$ cat config.mk
export PLATFORM = sky130hd
export DESIGN_NAME = pedestrian_crossing_light_controller_unit
export DESIGN_NICKNAME = d
export VERILOG_FILES = /design/src/rtl/pclc_pkg.sv /design/src/rtl/pedestrian_crossing_light_controller_unit.sv
export VERILOG_INCLUDE_DIRS = /design/src /design/src/rtl
export SDC_FILE = /design/constraint.sdc
export NUM_CORES = 1
export LEC_CHECK = 0
export ABC_CLOCK_PERIOD_IN_PS = 17230
export BUFFER_PORTS_ARGS = -buffer_cell sky130_fd_sc_hd__buf_2
export CORE_ASPECT_RATIO = 0.7
export CORE_UTILIZATION = 51
export CTS_BUF_LIST = sky130_fd_sc_hd__clkbuf_8
export DETAILED_ROUTE_END_ITERATION = 8
export PLACE_DENSITY = 0.74
export SLEW_MARGIN = 20
export SYNTH_ARGS = -nofsm -noshare
export SYNTH_HDL_FRONTEND = slang
export SYNTH_SLANG_ARGS = --single-unit
$ cat constraint.sdc
create_clock -name clock -period 17.23 [get_ports clock]
set_input_delay 0.8615 -clock clock [delete_from_list [all_inputs] [get_ports clock]]
set_output_delay 0.8615 -clock clock [all_outputs]
set_load 0.05 [all_outputs]
$ cat src/rtl/pedestrian_crossing_light_controller_unit_assert.svh
// Assertion macros for the pedestrian crossing light controller.
// Used by pedestrian_crossing_light_controller_unit; needs signals clock and reset in scope.
`ifndef PEDESTRIAN_CROSSING_LIGHT_CONTROLLER_UNIT_ASSERT_SVH
`define PEDESTRIAN_CROSSING_LIGHT_CONTROLLER_UNIT_ASSERT_SVH

// Same-cycle implication, disabled during reset.
`define PCLC_ASSERT_IMP(name, cond, prop) \
   name: assert property (@(posedge clock) disable iff (reset) (cond) |-> (prop)) \
      else $error("pclc assertion failed");

// Next-cycle implication, disabled during reset.
`define PCLC_ASSERT_NXT(name, cond, prop) \
   name: assert property (@(posedge clock) disable iff (reset) (cond) |=> (prop)) \
      else $error("pclc assertion failed");

`endif

$ cat src/rtl/pclc_pkg.sv
// Package for the pedestrian crossing light controller: register map, reset values,
// stream widths and the seven-segment decoder. No dependencies.
`timescale 1ns / 1ps
`default_nettype none

package pclc_pkg;

   localparam int unsigned REQ_DATA_W  = 8;
   localparam int unsigned RSP_DATA_W  = 16;
   localparam int unsigned CSR_ADDR_W  = 5;
   localparam int unsigned CSR_DATA_W  = 32;

   typedef enum logic [2:0] {
      REG_YELLOW_TICKS    = 3'd0,
      REG_COUNTDOWN_START = 3'd1,
      REG_STEP_TICKS      = 3'd2,
      REG_LOCKOUT_TICKS   = 3'd3,
      REG_MUX_TICKS       = 3'd4
   } reg_index_type;

   localparam logic [15:0] YELLOW_TICKS_RST    = 16'd3000;
   localparam logic [6:0]  COUNTDOWN_START_RST = 7'd30;
   localparam logic [9:0]  STEP_TICKS_RST      = 10'd500;
   localparam logic [15:0] LOCKOUT_TICKS_RST   = 16'd5000;
   localparam logic [7:0]  MUX_TICKS_RST       = 8'd5;

   localparam logic [7:0]  COUNT_BLANK = 8'hFF;
   localparam logic [6:0]  COUNT_MAX   = 7'd99;

   function automatic logic [6:0] seg_decode(input logic [3:0] digit);
      logic [6:0] segs;
      case (digit)
         4'd0: segs = 7'h3F;
         4'd1: segs = 7'h06;
         4'd2: segs = 7'h5B;
         4'd3: segs = 7'h4F;
         4'd4: segs = 7'h66;
         4'd5: segs = 7'h6D;
         4'd6: segs = 7'h7D;
         4'd7: segs = 7'h07;
         4'd8: segs = 7'h7F;
         4'd9: segs = 7'h6F;
         default: segs = 7'h3F;
      endcase
      return segs;
   endfunction

endpackage

`default_nettype wire

$ cat src/rtl/pedestrian_crossing_light_controller_unit.sv
// Pedestrian crossing light controller: one request per millisecond tick carries the
// raw button level, one response per tick carries lamps and display. Uses pclc_pkg.
// Takes assertion macros from pedestrian_crossing_light_controller_unit_assert.svh.
`timescale 1ns / 1ps
`default_nettype none

// Each accepted request advances the controller by one tick: lockout and button latch,
// countdown and display multiplexer, then the phase machine, all in one combinational update.
// The response for a request is in the output register on the next cycle, and a new
// request is taken every cycle while that register is empty or being drained; the rate
// is one request per clock, since the state update is combinational. CSR writes are taken
// at any time but belong to idle periods. TIMER_BITS sizes the phase and lockout timers;
// yellow and lockout settings above their range saturate to the largest timer value.
module pedestrian_crossing_light_controller_unit
   import pclc_pkg::*;
#(
   parameter int unsigned TIMER_BITS = 16
) (
   input  wire logic                  clock,
   input  wire logic                  reset,
   input  wire logic                  req_tvalid,
   output logic                       req_tready,
   input  wire logic [REQ_DATA_W-1:0] req_tdata,   // [0] button_level, rest zero
   output logic                       rsp_tvalid,
   input  wire logic                  rsp_tready,
   // [0] car_green, [1] car_yellow, [2] car_red, [3] walk_green, [4] walk_red,
   // [11:5] segments, [12] tens_enable, [13] units_enable, [14] log_event, [15] zero
   output logic [RSP_DATA_W-1:0]      rsp_tdata,
   input  wire logic                  csr_psel,
   input  wire logic                  csr_penable,
   input  wire logic                  csr_pwrite,
   input  wire logic [CSR_ADDR_W-1:0] csr_paddr,
   input  wire logic [CSR_DATA_W-1:0] csr_pwdata,
   output logic [CSR_DATA_W-1:0]      csr_prdata,
   output logic                       csr_pready
);

   localparam int unsigned CW = (TIMER_BITS > 16) ? TIMER_BITS : 16;

   typedef enum logic [1:0] {
      PH_GREEN  = 2'd0,
      PH_YELLOW = 2'd1,
      PH_WALK   = 2'd2,
      PH_SPARE  = 2'd3
   } phase_type;

   // configuration
   logic [15:0] yellow_ticks_ff;
   logic [6:0]  countdown_start_ff;
   logic [9:0]  step_ticks_ff;
   logic [15:0] lockout_ticks_ff;
   logic [7:0]  mux_ticks_ff;

   // controller state
   phase_type             phase_ff, phase_in;
   logic [TIMER_BITS-1:0] phase_timer_ff, phase_timer_in;
   logic [7:0]            count_ff, count_in;
   logic [9:0]            step_timer_ff, step_timer_in;
   logic [7:0]            mux_timer_ff, mux_timer_in;
   logic                  mux_digit_ff, mux_digit_in;
   logic                  latch_ff, latch_in;
   logic [TIMER_BITS-1:0] lockout_ff, lockout_in;

   // response register
   logic                  rsp_tvalid_ff;
   logic [RSP_DATA_W-1:0] rsp_tdata_ff, rsp_tdata_in;

   logic req_accept;
   logic csr_write;
   reg_index_type csr_index;

   assign csr_index  = reg_index_type'(csr_paddr[4:2]);
   assign csr_write  = csr_psel & csr_penable & csr_pwrite;
   assign csr_pready = 1'b1;

   always_comb begin
      case (csr_index)
         REG_YELLOW_TICKS:    csr_prdata = CSR_DATA_W'(yellow_ticks_ff);
         REG_COUNTDOWN_START: csr_prdata = CSR_DATA_W'(countdown_start_ff);
         REG_STEP_TICKS:      csr_prdata = CSR_DATA_W'(step_ticks_ff);
         REG_LOCKOUT_TICKS:   csr_prdata = CSR_DATA_W'(lockout_ticks_ff);
         REG_MUX_TICKS:       csr_prdata = CSR_DATA_W'(mux_ticks_ff);
         default:             csr_prdata = '0;
      endcase
   end

   always_ff @(posedge clock) begin
      if (reset) begin
         yellow_ticks_ff    <= YELLOW_TICKS_RST;
         countdown_start_ff <= COUNTDOWN_START_RST;
         step_ticks_ff      <= STEP_TICKS_RST;
         lockout_ticks_ff   <= LOCKOUT_TICKS_RST;
         mux_ticks_ff       <= MUX_TICKS_RST;
      end else if (csr_write) begin
         case (csr_index)
            REG_YELLOW_TICKS:    yellow_ticks_ff    <= csr_pwdata[15:0];
            REG_COUNTDOWN_START: countdown_start_ff <= csr_pwdata[6:0];
            REG_STEP_TICKS:      step_ticks_ff      <= csr_pwdata[9:0];
            REG_LOCKOUT_TICKS:   lockout_ticks_ff   <= csr_pwdata[15:0];
            REG_MUX_TICKS:       mux_ticks_ff       <= csr_pwdata[7:0];
            default: ;
         endcase
      end
   end

   assign req_tready = ~rsp_tvalid_ff | rsp_tready;
   assign req_accept = req_tvalid & req_tready;
   assign rsp_tvalid = rsp_tvalid_ff;
   assign rsp_tdata  = rsp_tdata_ff;

   // next state for one tick
   always_comb begin
      logic            pressed;
      logic            log_ev;
      logic [CW-1:0]   pt_ext;
      logic [CW-1:0]   mask_ext;
      logic [CW-1:0]   lk_ext;
      logic [6:0]      v;
      logic [14:0]     prod;
      logic [3:0]      tens;
      logic [6:0]      units;
      logic [6:0]      segs;
      logic            blank;

      pressed        = ~req_tdata[0];
      log_ev         = 1'b0;
      phase_in       = (phase_ff == PH_SPARE) ? PH_GREEN : phase_ff;
      phase_timer_in = phase_timer_ff;
      count_in       = count_ff;
      step_timer_in  = step_timer_ff;
      mux_timer_in   = mux_timer_ff;
      mux_digit_in   = mux_digit_ff;
      latch_in       = latch_ff;
      lockout_in     = lockout_ff;
      mask_ext       = CW'({TIMER_BITS{1'b1}});
      pt_ext         = '0;
      lk_ext         = CW'(lockout_ticks_ff);

      if (lockout_ff != '0) begin
         lockout_in = lockout_ff - 1'b1;
      end else if (phase_in == PH_GREEN && pressed) begin
         latch_in = 1'b1;
      end

      if (count_ff != COUNT_BLANK) begin
         step_timer_in = step_timer_ff + 1'b1;
         if (step_timer_in >= step_ticks_ff || step_timer_in == '0) begin
            step_timer_in = '0;
            count_in      = count_ff - 1'b1;
         end
         if (count_in == COUNT_BLANK) begin
            mux_timer_in = '0;
            mux_digit_in = 1'b0;
         end else begin
            mux_timer_in = mux_timer_ff + 1'b1;
            if (mux_timer_in >= mux_ticks_ff || mux_timer_in == '0) begin
               mux_timer_in = '0;
               mux_digit_in = ~mux_digit_ff;
            end
         end
      end

      case (phase_in)
         PH_GREEN: begin
            if (latch_in) begin
               log_ev         = 1'b1;
               phase_in       = PH_YELLOW;
               phase_timer_in = '0;
            end
         end
         PH_YELLOW: begin
            if (phase_timer_ff != '1) begin
               phase_timer_in = phase_timer_ff + 1'b1;
            end
            pt_ext = CW'(phase_timer_in);
            if (pt_ext >= CW'(yellow_ticks_ff) || pt_ext == mask_ext) begin
               phase_in       = PH_WALK;
               phase_timer_in = '0;
               count_in       = (countdown_start_ff > COUNT_MAX) ? {1'b0, COUNT_MAX}
                                                                 : {1'b0, countdown_start_ff};
               step_timer_in  = '0;
               mux_timer_in   = '0;
               mux_digit_in   = 1'b0;
            end
         end
         PH_WALK: begin
            if (count_in == '0 || count_in == COUNT_BLANK) begin
               phase_in   = PH_GREEN;
               latch_in   = 1'b0;
               lockout_in = (lk_ext > mask_ext) ? '1 : lk_ext[TIMER_BITS-1:0];
            end
         end
         default: phase_in = PH_GREEN;
      endcase

      // display decode: tens by reciprocal multiply, exact for values below 100
      blank = (count_in == COUNT_BLANK);
      v     = (count_in > 8'(COUNT_MAX)) ? COUNT_MAX : count_in[6:0];
      prod  = 15'(v) * 15'd205;
      tens  = prod[14:11];
      units = v - (7'(tens) * 7'd10);
      if (blank) begin
         segs = seg_decode(4'd0);
      end else if (mux_digit_in) begin
         segs = seg_decode(units[3:0]);
      end else begin
         segs = seg_decode(tens);
      end

      rsp_tdata_in       = '0;
      rsp_tdata_in[0]    = (phase_in == PH_GREEN);
      rsp_tdata_in[1]    = (phase_in == PH_YELLOW);
      rsp_tdata_in[2]    = (phase_in == PH_WALK);
      rsp_tdata_in[3]    = (phase_in == PH_WALK);
      rsp_tdata_in[4]    = (phase_in != PH_WALK);
      rsp_tdata_in[11:5] = segs;
      rsp_tdata_in[12]   = ~blank & ~mux_digit_in;
      rsp_tdata_in[13]   = ~blank & mux_digit_in;
      rsp_tdata_in[14]   = log_ev;
   end

   always_ff @(posedge clock) begin
      if (reset) begin
         phase_ff       <= PH_GREEN;
         phase_timer_ff <= '0;
         count_ff       <= COUNT_BLANK;
         step_timer_ff  <= '0;
         mux_timer_ff   <= '0;
         mux_digit_ff   <= 1'b0;
         latch_ff       <= 1'b0;
         lockout_ff     <= '0;
         rsp_tvalid_ff  <= 1'b0;
         rsp_tdata_ff   <= '0;
      end else begin
         if (req_accept) begin
            phase_ff       <= phase_in;
            phase_timer_ff <= phase_timer_in;
            count_ff       <= count_in;
            step_timer_ff  <= step_timer_in;
            mux_timer_ff   <= mux_timer_in;
            mux_digit_ff   <= mux_digit_in;
            latch_ff       <= latch_in;
            lockout_ff     <= lockout_in;
            rsp_tvalid_ff  <= 1'b1;
            rsp_tdata_ff   <= rsp_tdata_in;
         end else if (rsp_tready) begin
            rsp_tvalid_ff  <= 1'b0;
         end
      end
   end

`include "pedestrian_crossing_light_controller_unit_assert.svh"

   `PCLC_ASSERT_IMP(a_walk_not_blank, phase_ff == PH_WALK, count_ff != COUNT_BLANK)
   `PCLC_ASSERT_IMP(a_lockout_in_green, lockout_ff != '0, phase_ff == PH_GREEN)
   `PCLC_ASSERT_NXT(a_accept_gives_rsp, req_accept, rsp_tvalid_ff)

endmodule

`default_nettype wire
### Word-level counts from Yosys, hierarchy flattened

Memory sizes are Yosys's and may differ from the RTL's.
Cells that the tools add are included.

* word-level logic and storage cells: 125
* ROM bits: 224
* bits in writable memories: 0
* register bits after elaboration: 135
* output and inout bits: 51
* memories: 2
* bits in latches: 0

* div/mod/pow operators: 0
* multipliers: 2
* order comparisons: 6
* muxes and demuxes: 46
* shift-type cells: 0
* add/subtract/negate cells: 6
* reduce and logical (&&, ||, !) cells: 20
* equal/unequal tests: 17
* bitwise operators: 11

Memories
* (name not given): words 16, width 7, rd ports 1, clocked after memory_dff 0, wr ports 0, RTL line pclc_pkg.sv:32 `case (digit)`
* (name not given): words 16, width 7, rd ports 1, clocked after memory_dff 0, wr ports 0, RTL line pclc_pkg.sv:32

Operators with widths (number)
* $mux 16: 8
* $mux 8: 10
* $pmux 16 s5: 1
* $mux 10: 4
* $pmux 16 s2: 1
* $mux 7: 4
* $eq 8x8->1 const B: 3
* $add 16x1->16 const B: 1
* $eq 16x16->1 const B: 1
* $ge 16x16->1: 1
* $gt 16x16->1 const B: 1
* $logic_not 8->1: 2
* $ne 16x16->1 const B: 1
* $reduce_bool 16->1: 1
* $sub 16x1->16 const B: 1
* $mul 7x8->15 const B: 1
* $mux 1: 13
* $add 10x1->10 const B: 1
* $ge 10x10->1: 1
* $logic_not 10->1: 1
* $reduce_and 2->1: 5
* $add 8x1->8 const B: 1
* $ge 8x8->1: 1
* $gt 8x7->1 const B: 1
* other kinds (23): 43

### Depth between registers and ports, before layout

Gate-level depths: netlist (run 1).
An unclocked memory read counts as a cell.

* depth after elaboration: 16
* mapped depth: 45
* mapped depth without buffers: 41

### Least setup slack after synthesis (run 1)

OpenSTA, ideal clock, no wires.

* path kind: reg-to-reg
* from: register phase_timer_ff[1]
* to: register rsp_tdata_ff[8] (netlist: rsp_tdata[8])
* cell stages (with the launch flop): 44
* slack: 8.007 ns
* data required time: 17.139 ns
* setup time: 0.091 ns
* arrival time: 9.132 ns
* buffers on the path: 5
* path through: dfxtp_1 > ha_1 > and4_1 > buf_4 > and3_1 > nand2_1 > clkbuf_1 > nand3_1 > nor2b_1 > ha_1 > a2111oi_0 > o21ai_0 > a221oi_1 > o21a_1 > a21o_1 > clkbuf_1 > clkbuf_1 > a21oi_1 > [8 not listed] > and3_1 > nand3_1 > or2_2 > a31oi_1 > o211ai_1 > and2_0 > clkbuf_1 > xnor2_1 > o21ai_0 > ha_1 > inv_1 > and3_1 > mux2i_1 > nand3_1 > xnor3_2 > xnor2_2 > o21bai_1 > a311oi_1

* longest elaborated chain between the ends: 15

RTL lines
* start, declared: RTL line pedestrian_crossing_light_controller_unit.sv:56 `logic [TIMER_BITS-1:0] phase_timer_ff, phase_timer_in;`
* start signal, assigned: RTL line pedestrian_crossing_light_controller_unit.sv:237 `phase_timer_ff <= phase_timer_in;`
* $add 16x1->16 / $ne 16x16->1 (equally long branches): RTL line pedestrian_crossing_light_controller_unit.sv:173, pedestrian_crossing_light_controller_unit.sv:172
* $mux 16 *: RTL line pedestrian_crossing_light_controller_unit.sv:172 `if (phase_timer_ff != '1) begin`
* $mux 16 *: RTL line pedestrian_crossing_light_controller_unit.sv:163 `case (phase_in)`
* $ge 16x16->1 / $eq 16x16->1 (equally long branches): RTL line pedestrian_crossing_light_controller_unit.sv:176 `if (pt_ext >= CW'(yellow_ticks_ff) || pt_ext == mask_ext) begin`
* $logic_or 1x1->1 *: RTL line pedestrian_crossing_light_controller_unit.sv:176
* $mux 8: RTL line pedestrian_crossing_light_controller_unit.sv:176
* $mux 8: RTL line pedestrian_crossing_light_controller_unit.sv:163
* $gt 8x7->1: RTL line pedestrian_crossing_light_controller_unit.sv:198 `v = (count_in > 8'(COUNT_MAX)) ? COUNT_MAX : count_in[6:0];`
* $mux 7: RTL line pedestrian_crossing_light_controller_unit.sv:198
* $mul 7x8->15: RTL line pedestrian_crossing_light_controller_unit.sv:199 `prod = 15'(v) * 15'd205;`
* $mul 4x3->3: RTL line pedestrian_crossing_light_controller_unit.sv:201 `units = v - (7'(tens) * 7'd10);`
* $sub 4x4->4: RTL line pedestrian_crossing_light_controller_unit.sv:201
* $mem_v2 16x7
* $mux 7: RTL line pedestrian_crossing_light_controller_unit.sv:204 `end else if (mux_digit_in) begin`
* $mux 7 *: RTL line pedestrian_crossing_light_controller_unit.sv:202 `if (blank) begin`
* end signal, assigned: RTL line pedestrian_crossing_light_controller_unit.sv:245 `rsp_tdata_ff <= rsp_tdata_in;`
* end, declared: RTL line pedestrian_crossing_light_controller_unit.sv:66 `logic [RSP_DATA_W-1:0] rsp_tdata_ff, rsp_tdata_in;`

Every way passes the cells marked *; elsewhere a longest branch is shown, timed or not. The select of a mux whose other input is x is not followed.
A chain may end at the register's enable or synchronous reset.

### Final worst setup path (run 1)

* from: register phase_timer_ff[0]
* to: register rsp_tdata_ff[10] (netlist: rsp_tdata[10])

The elaborated chain is that of the path after synthesis.

==> out/metrics.sh, run 1 <==
FINALSETUPVIOLCOUNT=0
CTSROOTBUFFERMASTER='sky130_fd_sc_hd__clkbuf_8'
FINAL_CELL_MIX='155 x sky130_fd_sc_hd__nor2_1, 138 x sky130_fd_sc_hd__nand2_1, 134 x sky130_fd_sc_hd__dfxtp_1'
FINALWORSTPATHREQUIREDPERIOD_PS=11210
GRT_OVERFLOW_TOTAL=0
CTS_SETUP_BUFFERS=0
DIE-WIDTH_UM=170.8
DRT_ITER0_MARKERS=987
FIN_UTIL_PCT=57.08
COREAREA_MM2=0.01923
DRT_PRE_ANTENNA_ITERS=7
PLACE.GP.CONGESTION=0.9117
REQUIRED_PS=17610
TIMING.CRITICAL_PATH.BUF_INV=3
GRT_ANTENNA_BEFORE_REPAIR=0
SYNTH.FF_LATCH_COUNT=134
POST_SYNTH_ARST_SHARE_PCT=0
WORST_HOLD_PATH_CELL_COUNT=2
CPPEAKSTAGEDELAY_PS=660
YOSYS_WARNINGS=0
CTS_TREE='yes'
GLOBALROUTETOTALUTIL_PCT=27.49
HP-CLASS='register to register'
LAYOUT.NETS=1489
FIN_TOTAL_PWR_mW=1.065
WORST_SETUP_PATH_STARTPOINT='phase_timer_ff[0]'
CRITPATHLAUNCHTYPE='register'
HOLD_VIOL_FINAL=0
FINAL-MAX-SLEW-VIOLATION-COUNT=0
CRITICAL_PATH_CLASS='register to register'
FLOORPLAN.IO_PINS=103
ROUTE.FINAL.WIRE_LENGTH_UM=27590
NETLIST-CELL-TYPE-COUNT=80
FINCLKSKEW_PS=13.62
UPPER_CLOCK_FREQUENCY_LIMIT_GHz=0.08922
PATH_DELAY_FAMILY='simple AND/OR/NAND/NOR gates'
CLKTRANSATPATHREGS_PS=80
PLACE_HPWL_UM=20370
CRIT_FANOUT=24
R2R_SETUP_SLACK_PS=6020
SYNTH_EDF_COUNT=0
GRT_START_MAX_NET_PINS=101
DIODES=0
LAYOUT-DRIVE-GT1-SHARE_PCT=9.446
POST-ROUTE-PERIOD-UTIL_PCT=65.05
GRT_FIRST_PASS_WIRELENGTH_UM=44850
MAPPEDNETLISTAREA_MM2=0.01017
CTS_BUFFERS=17
TIMING.CRITICAL_PATH.MODE_CELL='sky130_fd_sc_hd__ha_1'
HTREE_LEVELS=4
ANT_NETS=0
SYNTH_SEQ_AREA_SHARE_PCT=26.37
DRT-WIRELENGTH-PER-CELL_UM=17.04
START_UTIL_PCT=52.89
TIMING.CRITICAL_PATH.SLOWEST_STAGE_CELL='sky130_fd_sc_hd__a21o_1'
POST_CTS_RESIZED=0
R2R-END='rsp_tdata[10]'
SYNTHESIS.INSTANCES=1340
TIMING.SETUP.TNS_PS=0
SYN-MEAN-INSTANCE-AREA_UM2=7.592
SYNTH_TOP_FLOP_CELL='sky130_fd_sc_hd__dfxtp_1'
TIMING.CRITICAL_PATH.TO_TYPE='register'
FIRST_GLOBAL_VIAS=8746
CRITPATHARRIVALTIME_PS=11590
FP.DIEAREA_MM2=0.02053
LEAKAGE_nW=4.755
SYN_TO_FINAL_GROWTH_PCT=7.921
MOST_FREQUENT_STANDARD_CELL_IN_THE_LAYOUT_EXCLUDING_FILL_AND_TAP_CELLS='sky130_fd_sc_hd__nor2_1'
GRT_SETUP_UNREPAIRED='false'
CTS_MAX_PATH_BUFFERS=2
CELLPOWERDENSITY_mW_PER_MM2=96.96
RELSLEWSLACK_PCT=27.59
IR_DROP_mV=0.05020
VIAS=9640
STARTPOINT_OF_THE_LOWEST_SLACK_REGISTER_TO_REGISTER_PATH='phase_timer_ff[0]'
OUTCOME='finished clean'
HOLD_END='rsp_tdata[12]'
WORST-R2R-CELL-COUNT=38
ROUTE.DETAILED.VIAS_PER_INST=5.954
LAYOUT.AREA.SEQ_MM2=0.002683
HOLD_FIX_BUFFERS_AT_CTS=0
REMAINING_DRC_ERRORS=0
MULTIINPUTGATEAREA_MM2=0.006817
CLKLATENCYLATEPIN_PS=470
PLACEMENT_ROWS=42
CTS_NUM_SINKS=134
NFILLCELLS=1796
MAX_CAP_VIOL=0
HP-START='rsp_tdata[12]'
IO_PORT_BUFS=59
FLOORPLAN.DIE.HEIGHT_UM=120.2
WORST_SLEW_PIN_SLEW_PS=1086
==> cell usage after synthesis, types with 17 or more instances <==
cell / count / area share (%)
sky130_fd_sc_hd__nor3_1: 34 / 1.7
sky130_fd_sc_hd__nand4_1: 17 / 1.0
sky130_fd_sc_hd__xnor2_1: 22 / 1.9
sky130_fd_sc_hd__nand3_1: 36 / 1.8
sky130_fd_sc_hd__ha_1: 87 / 11
sky130_fd_sc_hd__nor2_1: 156 / 5.8
sky130_fd_sc_hd__buf_4: 20 / 1.5
sky130_fd_sc_hd__clkbuf_1: 66 / 2.4
sky130_fd_sc_hd__a21oi_1: 115 / 5.7
sky130_fd_sc_hd__a211o_1: 29 / 2.5
sky130_fd_sc_hd__o21ai_0: 57 / 2.8
sky130_fd_sc_hd__inv_1: 84 / 3.1
sky130_fd_sc_hd__mux2i_1: 38 / 3.7
sky130_fd_sc_hd__dfxtp_1: 134 / 26
sky130_fd_sc_hd__nand2_1: 138 / 5.1
sky130_fd_sc_hd__a22oi_1: 29 / 2.1
==> worst max path at each step <==
stage / cells after the start / to / slack, ps
2_1_floorplan: 43 / rsp_tdata[8] / 8010
3_3_place_gp: 36 / rsp_tdata[9] / 6470
3_5_place_dp: 38 / rsp_tdata[8] / 6290
4_1_cts: 38 / rsp_tdata[10] / 6240
5_1_grt: 36 / rsp_tdata[9] / 5220
6_report: 38 / rsp_tdata[10] / 6020
==> through the flow <==
stage,cell area (um^2),hold WS (ps),std cells,setup slack [ps]
2_1_floorplan,10230,447.2,1356,8007
6_report,10980,463.9,1619,6021
4_1_cts,10940,465.6,1618,6238
3_3_place_gp,10480,442.3,1586,6473
5_1_grt,10980,497.7,1619,5224
3_5_place_dp,10480,453.1,1586,6290
==> sequential cells by signal, summed over array words and instances, names as in the netlist <==
register	cells
lockout_ff	16
lockout_ticks_ff	16
phase_timer_ff	16
yellow_ticks_ff	16
rsp_tdata	14
step_ticks_ff	10
step_timer_ff	10
count_ff	8
mux_ticks_ff	8
mux_timer_ff	8
countdown_start_ff	7
phase_ff	2
latch_ff	1
mux_digit_ff	1
rsp_tvalid	1
==> worst register-to-register path: cells and delay by family, from the launching register on <==
family          cells  cell delay, ps
buf+inv             3             220
flops               1             510
simple gates       12            3320
xor+xnor            4            1370
compound gates     10            3020
mux                 1              80
fa+ha+maj           8            2590
==> power breakdown <==
group / internal [mW] / switching (mW) / total (mW)
clock network: 0.179 / 0.134 / 0.313
registers: 0.333 / 0.0235 / 0.357
logic: 0.141 / 0.254 / 0.395
total: 0.653 / 0.411 / 1.06
==> routing by layer <==
metal | wire length, um | GRT usage [%] | up-vias
li1 | - | - | 4746
met1 | 13650 | 41.36 | 4480
met2 | 11390 | 39.72 | 385
met3 | 2244 | 5.696 | 29
met4 | 306 | 6.194 | 0
met5 | 0 | 0 | -
==> area by class of cell <==
class	count	share of cell area [%]
clock buffers	19	2.382
clock inverters	13	1.846
inverters	84	2.872
well taps	264	3.009
multi-input cells	1039	62.09
repair buffers	66	3.373
flip-flops and latches	134	24.43
==> kinds of logic (layout without fill, tap and decap cells) <==
family          count (synthesis)  after routing  share of synthesized area (%)
mux                            40             40                          3.960
xor+xnor                       36             36                          3.456
other cells                     2             18                        0.07382
buf+inv                       183            182                          7.588
fa+ha+maj                      95             95                          12.27
compound gates                347            347                          22.48
simple gates                  503            503                          23.80
flops                         134            134                          26.37
Note: power is estimated with default switching activity, not from simulation.
==> run 2, diff against run 1 <==
ABC_CLOCK_PERIOD_IN_PS = 11000   (was 17230)
clock period = 11 ns   (was 17.23 ns; I/O delays follow)
==> out/metrics.sh, run 2 (synthesis gave the netlist of run 1 again) <==
POST_CTS_RESIZED=0
MAX_CAP_VIOL=0
DRT-WIRELENGTH-PER-CELL_UM=16.98
FLOORPLAN.IO_PINS=103
IR_DROP_mV=0.07534
FINALWORSTPATHREQUIREDPERIOD_PS=10320
ROUTE.FINAL.WIRE_LENGTH_UM=27520
DRT_PRE_ANTENNA_ITERS=6
HOLD_VIOL_FINAL=0
CTS_MAX_PATH_BUFFERS=2
GRT_START_MAX_NET_PINS=81
WORST-R2R-CELL-COUNT=37
HOLD_FIX_BUFFERS_AT_CTS=0
FINCLKSKEW_PS=14.63
FINAL_CELL_AREA_MM2=0.01092
PLACE_AREA_MM2=0.01051
IO_PORT_BUFS=59
GRT_ANTENNA_BEFORE_REPAIR=0
CLKTRANSATPATHREGS_PS=80
FINAL-MAX-SLEW-VIOLATION-COUNT=0
FP.DIEAREA_MM2=0.02053
COREAREA_MM2=0.01923
CRITPATHARRIVALTIME_PS=10660
WORST_SLEW_PIN_SLEW_PS=1079
RELSLEWSLACK_PCT=27.88
TIMING.CRITICAL_PATH.TO_TYPE='register'
R2R-END='rsp_tdata[9]'
PLACE_HPWL_UM=20320
LAYOUT.NETS=1492
FINAL_CELL_MIX='156 x sky130_fd_sc_hd__nor2_1, 138 x sky130_fd_sc_hd__nand2_1, 134 x sky130_fd_sc_hd__dfxtp_1'
LAYOUT-DRIVE-GT1-SHARE_PCT=9.433
DIE-WIDTH_UM=170.8
MOST_FREQUENT_STANDARD_CELL_IN_THE_LAYOUT_EXCLUDING_FILL_AND_TAP_CELLS='sky130_fd_sc_hd__nor2_1'
ANT_NETS=0
CTS_SETUP_BUFFERS=0
CELLPOWERDENSITY_mW_PER_MM2=147.0
GLOBALROUTETOTALUTIL_PCT=26.98
SYN_TO_FINAL_GROWTH_PCT=7.293
PLACE_WS_PS=857.3
CTS_BUFFERS=17
STARTPOINT_OF_THE_LOWEST_SLACK_REGISTER_TO_REGISTER_PATH='phase_timer_ff[0]'
GRT_OVERFLOW_TOTAL=0
VIAS=9621
FIRST_GLOBAL_VIAS=8428
CLKLATENCYLATEPIN_PS=460
DRT_ITER0_MARKERS=1116
FIN_UTIL_PCT=56.75
TIMING.SETUP.TNS_PS=0
START_UTIL_PCT=52.89
CTS_NUM_SINKS=134
PLACE.GP.CONGESTION=0.9216
TIMING.CRITICAL_PATH.SLOWEST_STAGE_CELL='sky130_fd_sc_hd__a311oi_1'
PLACEMENT_ROWS=42
HP-CLASS='primary input to register'
GRT_FIRST_PASS_WIRELENGTH_UM=43950
CRIT_FANOUT=14
WORST_SETUP_PATH_ENDPOINT='rsp_tdata[9]'
LAYOUT_SETUP_WS_PS=683.9
CPPEAKSTAGEDELAY_PS=530
DP.CELLS=1590
REQUIRED_PS=11340
FLOORPLAN.DIE.HEIGHT_UM=120.2
CTS_TREE='yes'
CRITICAL_PATH_CLASS='register to register'
CTSROOTBUFFERMASTER='sky130_fd_sc_hd__clkbuf_8'
REMAINING_DRC_ERRORS=0
FINALSETUPVIOLCOUNT=0
FINISH.CELL_COUNT_WITHOUT_FILLERS=1621
POST-ROUTE-PERIOD-UTIL_PCT=93.78
CRITPATHLAUNCHTYPE='register'
UPPER_CLOCK_FREQUENCY_LIMIT_GHz=0.09694
OUTCOME='finished clean'
HTREE_LEVELS=4
DIODES=0
LEAKAGE_nW=4.736
R2R_SETUP_SLACK_PS=680
TIMING.CRITICAL_PATH.MODE_CELL='sky130_fd_sc_hd__ha_1'
GRT_SETUP_UNREPAIRED='false'
ROUTE.DETAILED.VIAS_PER_INST=5.935
WORST_SETUP_PATH_STARTPOINT='phase_timer_ff[0]'
-- run 2: worst max-delay path: cells and delay by family, from the launching register on --
| family | cells | cell delay [ps] |
|---|---|---|
| AO/OA/AOI/OAI | 18 | 4360 |
| adder cells (fa/ha/maj) | 8 | 2770 |
| AND/OR/NAND/NOR | 5 | 1710 |
| flip-flops | 1 | 500 |
| buffers and inverters | 4 | 500 |
| XOR/XNOR | 2 | 370 |
-- run 2: worst min path at each step --
stage | from | to | slack (ps) | cells after the start
2_1_floorplan | lockout_ff[6] | lockout_ff[6] | 450 | 2
3_3_place_gp | rsp_tdata[12] | rsp_tdata[12] | 440 | 2
3_5_place_dp | rsp_tdata[12] | rsp_tdata[12] | 440 | 2
4_1_cts | csr_pwdata[12] | lockout_ticks_ff[12] | 310 | 3
5_1_grt | csr_pwdata[12] | lockout_ticks_ff[12] | 310 | 3
6_report | csr_pwdata[12] | lockout_ticks_ff[12] | 330 | 3
-- run 2: stage by stage --
stage          hold WS, ps  power (mW)
2_1_floorplan        447.2       1.046
3_3_place_gp         444.5       1.161
3_5_place_dp         444.6       1.182
4_1_cts              312.2       1.599
5_1_grt              311.0       1.702
6_report             330.9       1.605
-- run 2: area by class of cell --
type	instances	area, um^2
multi-input cells	1039	6820
clock inverters	10	105.1
flip-flops and latches	134	2683
inverters	84	315.3
well taps	264	330.3
fillers	1802	8318
clock buffers	21	289.0
repair buffers	69	372.9
-- run 2: routing by layer --
| layer | vias to the layer above | part of all wire, % | track usage, % |
|---|---|---|---|
| li1 | 4745 | - | - |
| met4 | 0 | 1.3 | 6.250 |
| met1 | 4488 | 50 | 40.93 |
| met2 | 365 | 41 | 38.04 |
| met5 | - | 0 | 0 |
| met3 | 23 | 7.9 | 6.154 |
-- run 2: power breakdown --
part | internal, mW | switching, mW | total [mW] | leakage [nW]
combinational | 0.222 | 0.403 | 0.626 | 3.45
sequential | 0.522 | 0.0377 | 0.560 | 1.09
clock | 0.221 | 0.198 | 0.419 | 0.202
total | 0.966 | 0.639 | 1.60 | 4.74
